**config.mk**
```make
export PLATFORM = sky130hd
export DESIGN_NAME = ssih_ctrl
export DESIGN_NICKNAME = d
export VERILOG_FILES = /design/src/design/ssih_pkg.sv /design/src/design/ssih_ctrl.sv
export SDC_FILE = /design/constraint.sdc
export NUM_CORES = 1
export LEC_CHECK = 0
export BUFFER_PORTS_ARGS = -buffer_cell sky130_fd_sc_hd__buf_2
export CAP_MARGIN = 30
export CORE_AREA = 2 2 39 41
export DETAILED_ROUTE_END_ITERATION = 8
export DIE_AREA = 0 0 41 43
export MAX_ROUTING_LAYER = met4
export SYNTH_ARGS = -nofsm -noshare
export SYNTH_HDL_FRONTEND = slang
export SYNTH_SLANG_ARGS = --single-unit
```
**constraint.sdc**
```tcl
create_clock -name clk -period 1.1 [get_ports clk]
set_input_delay 0.275 -clock clk [delete_from_list [all_inputs] [get_ports clk]]
set_output_delay 0.275 -clock clk [all_outputs]
set_load 0.01 [all_outputs]
```
**src/design/ssih_pkg.sv**
```systemverilog
// ssih_pkg: request codes, register map and controller/datapath link types
// for the subsampled image histogram.
// No dependencies; used by every other design file.
package ssih_pkg;

  typedef enum logic [1:0] {
    REQ_PIXEL = 2'd0,
    REQ_READ  = 2'd1,
    REQ_CLEAR = 2'd2
  } req_t;

  // pixel_format codes; anything but gray8 selects bits 15:8
  localparam logic [1:0] FMT_GRAY8  = 2'd0;
  localparam logic [1:0] FMT_GRAY16 = 2'd1;
  localparam logic [1:0] FMT_RGB    = 2'd2;

  // register map: word index taken from paddr[2]
  localparam logic REG_PIXEL_FORMAT = 1'b0;

  localparam int REQ_W   = 2;
  localparam int PIXEL_W = 24;
  localparam int INDEX_W = 8;
  localparam int OUT_W   = 32;

  typedef struct packed {
    logic accept;      // input beat taken this cycle
    logic update_wr;   // write back incremented bin
    logic load_out;    // load output register
    logic clear_step;  // zero one bin of the clearing pass
  } ssih_cmd_t;

  typedef struct packed {
    logic sample_hit;  // current pixel lands on the subsample grid
    logic clear_done;  // clearing pass is on its last bin
  } ssih_sts_t;

endpackage

```
**src/design/ssih_ctrl.sv**
```systemverilog
// ssih_ctrl: sequencing state machine (clear pass, read-modify-write, response).
// Depends on ssih_pkg for request codes and link structs.
module ssih_ctrl (
  input  logic                       clk,
  input  logic                       rst,
  input  logic                       in_valid,
  output logic                       in_ready,
  input  logic [ssih_pkg::REQ_W-1:0] req_type,
  output logic                       out_valid,
  input  logic                       out_ready,
  input  ssih_pkg::ssih_sts_t        sts,
  output ssih_pkg::ssih_cmd_t        cmd
);

  typedef enum logic [1:0] {
    ST_CLEAR,
    ST_IDLE,
    ST_UPDATE,
    ST_RESPOND
  } state_t;

  state_t state;
  state_t state_next;
  logic   out_free;

  assign in_ready = (state == ST_IDLE);
  assign out_free = !out_valid || out_ready;

  always_comb begin
    cmd            = '0;
    cmd.accept     = in_valid && in_ready;
    cmd.update_wr  = (state == ST_UPDATE);
    cmd.clear_step = (state == ST_CLEAR);
    cmd.load_out   = (state == ST_RESPOND) && out_free;
  end

  always_comb begin
    state_next = state;
    unique case (state)
      ST_CLEAR:   if (sts.clear_done) state_next = ST_IDLE;
      ST_IDLE: begin
        if (cmd.accept) begin
          priority case (req_type)
            ssih_pkg::REQ_PIXEL: state_next = sts.sample_hit ? ST_UPDATE : ST_IDLE;
            ssih_pkg::REQ_READ:  state_next = ST_RESPOND;
            ssih_pkg::REQ_CLEAR: state_next = ST_CLEAR;
            default:             state_next = ST_IDLE;
          endcase
        end
      end
      ST_UPDATE:  state_next = ST_IDLE;
      ST_RESPOND: if (out_free) state_next = ST_IDLE;
      default:    state_next = ST_IDLE;
    endcase
  end

  always_ff @(posedge clk) begin
    if (rst) begin
      state     <= ST_CLEAR;
      out_valid <= 1'b0;
    end else begin
      state <= state_next;
      if (cmd.load_out) begin
        out_valid <= 1'b1;
      end else if (out_ready) begin
        out_valid <= 1'b0;
      end
    end
  end

endmodule

```
==> impl_metrics.yaml <==
run_status:
  status: "finished with violations"
  violations: "negative setup slack"
global_route:
  grt_pass1_vias: 218
  antenna_found_initial: 0
  grt_start_max_net_pins: 6
  grt_pass1_wl_um: 745
  gr-total-overflow: 0
  track_usage_pct: 7.19
yosys:
  synthTopCellsByCount: "3 x dfxtp_1, 3 x nor2_1, 3 x nor3_1"
  synth_edf_count: 0
  synth_seq_cells: 3
  yosysWarnings: 0
  yosysSeqAreaShare_pct: 36.1
  ys_top_cells_by_area: "dfxtp_1 36%, nor3_1 9.0%, nor2b_4 8.3%"
  synth_area_per_cell_um2: 8.76
  synth_cell_types: 12
  synth_top_area_share_pct: 36.1
  synth_cells: 19
  ys.flop_type: "dfxtp_1"
  synth_top_area_cell: "dfxtp_1"
  async_reset_ff_share_pct: 0
  syn-cell-area_um2: 166
  synth_nets: 27
power:
  p_seq_share_pct: 30.7
  vdd_drop_max_mv: 0.282
  clkPwrFrac_pct: 50.2
  finalPower_mw: 0.379
  p_sw_share_pct: 22.5
  cell_internal_pwr_mw: 0.294
  p_leak_nw: 0.172
  p_comb_share_pct: 19.2
  p_per_area_nw_per_um2: 1140
  p_switching_mw: 0.0853
worst_setup_path:
  cp.arrival_ps: 950
  cp_top_family: "flip-flops"
  slowest_stage: "dfxtp_2"
  slowest_delay_ps: 330
  regToRegSetupSlack_ps: 130
  worst-setup-path-type: "register to output port"
  r2r_cells: 4
  crit_chain: "nor2b_4, and2_4, buf_6"
  reg2reg_to: "state[0]"
  critical_path_buf_inv_count: 1
  reg2reg_from: "state[0]"
  cp.required_ps: 820
  critPathCaptureType: "output port"
  cp_max_fo: 4
  critPathLaunchType: "register"
floorplan:
  fp.dieH_um: 43
  core_um2: 1380
  die_w_um: 41
  ios: 14
  rows: 14
  fp.dieArea_um2: 1760
  start_util_pct: 12.0
timing:
  worst_slew_pin_slew_ps: 211
  setup-violations-final: 5
  whs_ps: 261
  fin_crit_ps: 1220
  fmax_mhz: 820
  slew_violations: 0
  fin_worst_skew_ps: 2.09
  period_share_pct: 111
  finalHoldViolations: 0
  rsz0062_at_grt: "true"
  tns_ps: -402
  setup_slack_ps: -120
  max_slew_margin_pct: 85.8
drt:
  drtIter0Drc: 0
  wl_um: 453
  viasPerCell: 3.61
  firstDrtPassIters: 1
  ant_nets: 0
  vias: 206
  detail_route.wl_per_cell_um: 7.95
  route.detailed.drc: 0
min_path:
  hold_start: "rst"
  hp-class: "input port to register"
  hold_end: "state[0]"
  hold_depth: 2
place:
  portBuffers: 13
  dp.cells: 50
  dp_slack_ps: 25.4
  placed_area_um2: 267
  detailed_place_hpwl_um: 316
  gp_congestion: 0.642
cts:
  cts_max_level: 1
  clk_pin_slew_ps: 30
  cts_tree: "done"
  cts.sinks: 3
  clockRootBuffer: "clkbuf_4"
  cts_buffers: 3
  insertion_delay_ps: 230
  cts_hold_buf: 0
  cts_buffer_depth: 2
cells_and_area:
  fin_nets: 50
  postLayoutCoreUtil_pct: 24.1
  diodes: 0
  drive_gt1_share_pct: 63.4
  instances_no_fill: 57
  design_area_um2: 333
  syn_to_final_growth_pct: 100
flow_run:
  cap_violations: 0
==> cell usage in the layout (no fill, tap or decap) <==
cell type / count
a21oi_1: 1
dfxtp_4: 1
nand2b_1: 1
clkbuf_4: 3
nor2b_4: 1
dfxtp_1: 1
buf_2: 11
a21o_1: 1
nor3_1: 3
and4bb_1: 1
nor3_2: 1
buf_4: 5
nand2_1: 1
and2_4: 1
buf_6: 2
dfxtp_2: 1
clkbuf_1: 1
nor2b_1: 2
nor2_1: 3
==> cells by family after synthesis <==
group | Yosys count | share of synthesized area [%]
AOI/OAI and AO/OA | 2 | 7.52
DFF | 3 | 36.1
and+or+nand+nor | 14 | 56.4
==> worst register-to-register path, stage by stage (launching register included) <==
cell      delay [ps]
dfxtp_2          320
nor2b_4          120
buf_4            130
and4bb_1         190
nor3_2           140
==> final cells by class <==
type	instances	area (µm²)
Clock buffer	4	26.3
Sequential cell	3	65.1
Fill cell	160	1050
Timing Repair Buffer	18	115
Multi-Input combinational cell	16	106
Tap cell	16	20.0
==> worst max-delay path by stage <==
| stage | startpoint | endpoint | slack, ps | cells after the start |
|---|---|---|---|---|
| 6_report | state[0] | cmd[3] | -120 | 3 |
| 3_5_place_dp | state[0] | cmd[3] | 30 | 3 |
| 4_1_cts | state[0] | cmd[3] | -120 | 3 |
| 5_1_grt | state[0] | cmd[3] | -180 | 3 |
| 3_3_place_gp | state[0] | cmd[3] | 40 | 3 |
| 2_1_floorplan | state[0] | cmd[3] | 110 | 2 |
==> layer usage <==
metal	track usage, %	routed length [µm]	vias to the layer above
met2	11.3	280	6
met4	10.0	11	0
met1	5.11	133	88
met3	1.57	26	2
met5	-	0	-
li1	-	-	110
==> sequential cells by signal, indices dropped and copies added, names as in the netlist <==
name	cells
out_valid	1
state	2
==> power groups by stage <==
stage	Combinational (mW)	Clock (mW)	Sequential, mW
2_1_floorplan	0.0273	0	0.119
3_3_place_gp	0.0530	0	0.120
3_5_place_dp	0.0530	0	0.120
4_1_cts	0.0724	0.195	0.116
5_1_grt	0.0791	0.216	0.117
6_report	0.0726	0.190	0.116
==> timing repair <==
action                     CTS  global route
resized for setup            5             0
pin swaps                    2             1
setup endpoints to repair    5             5
buffers inserted             3             0
(Power assumes the default switching activity.)
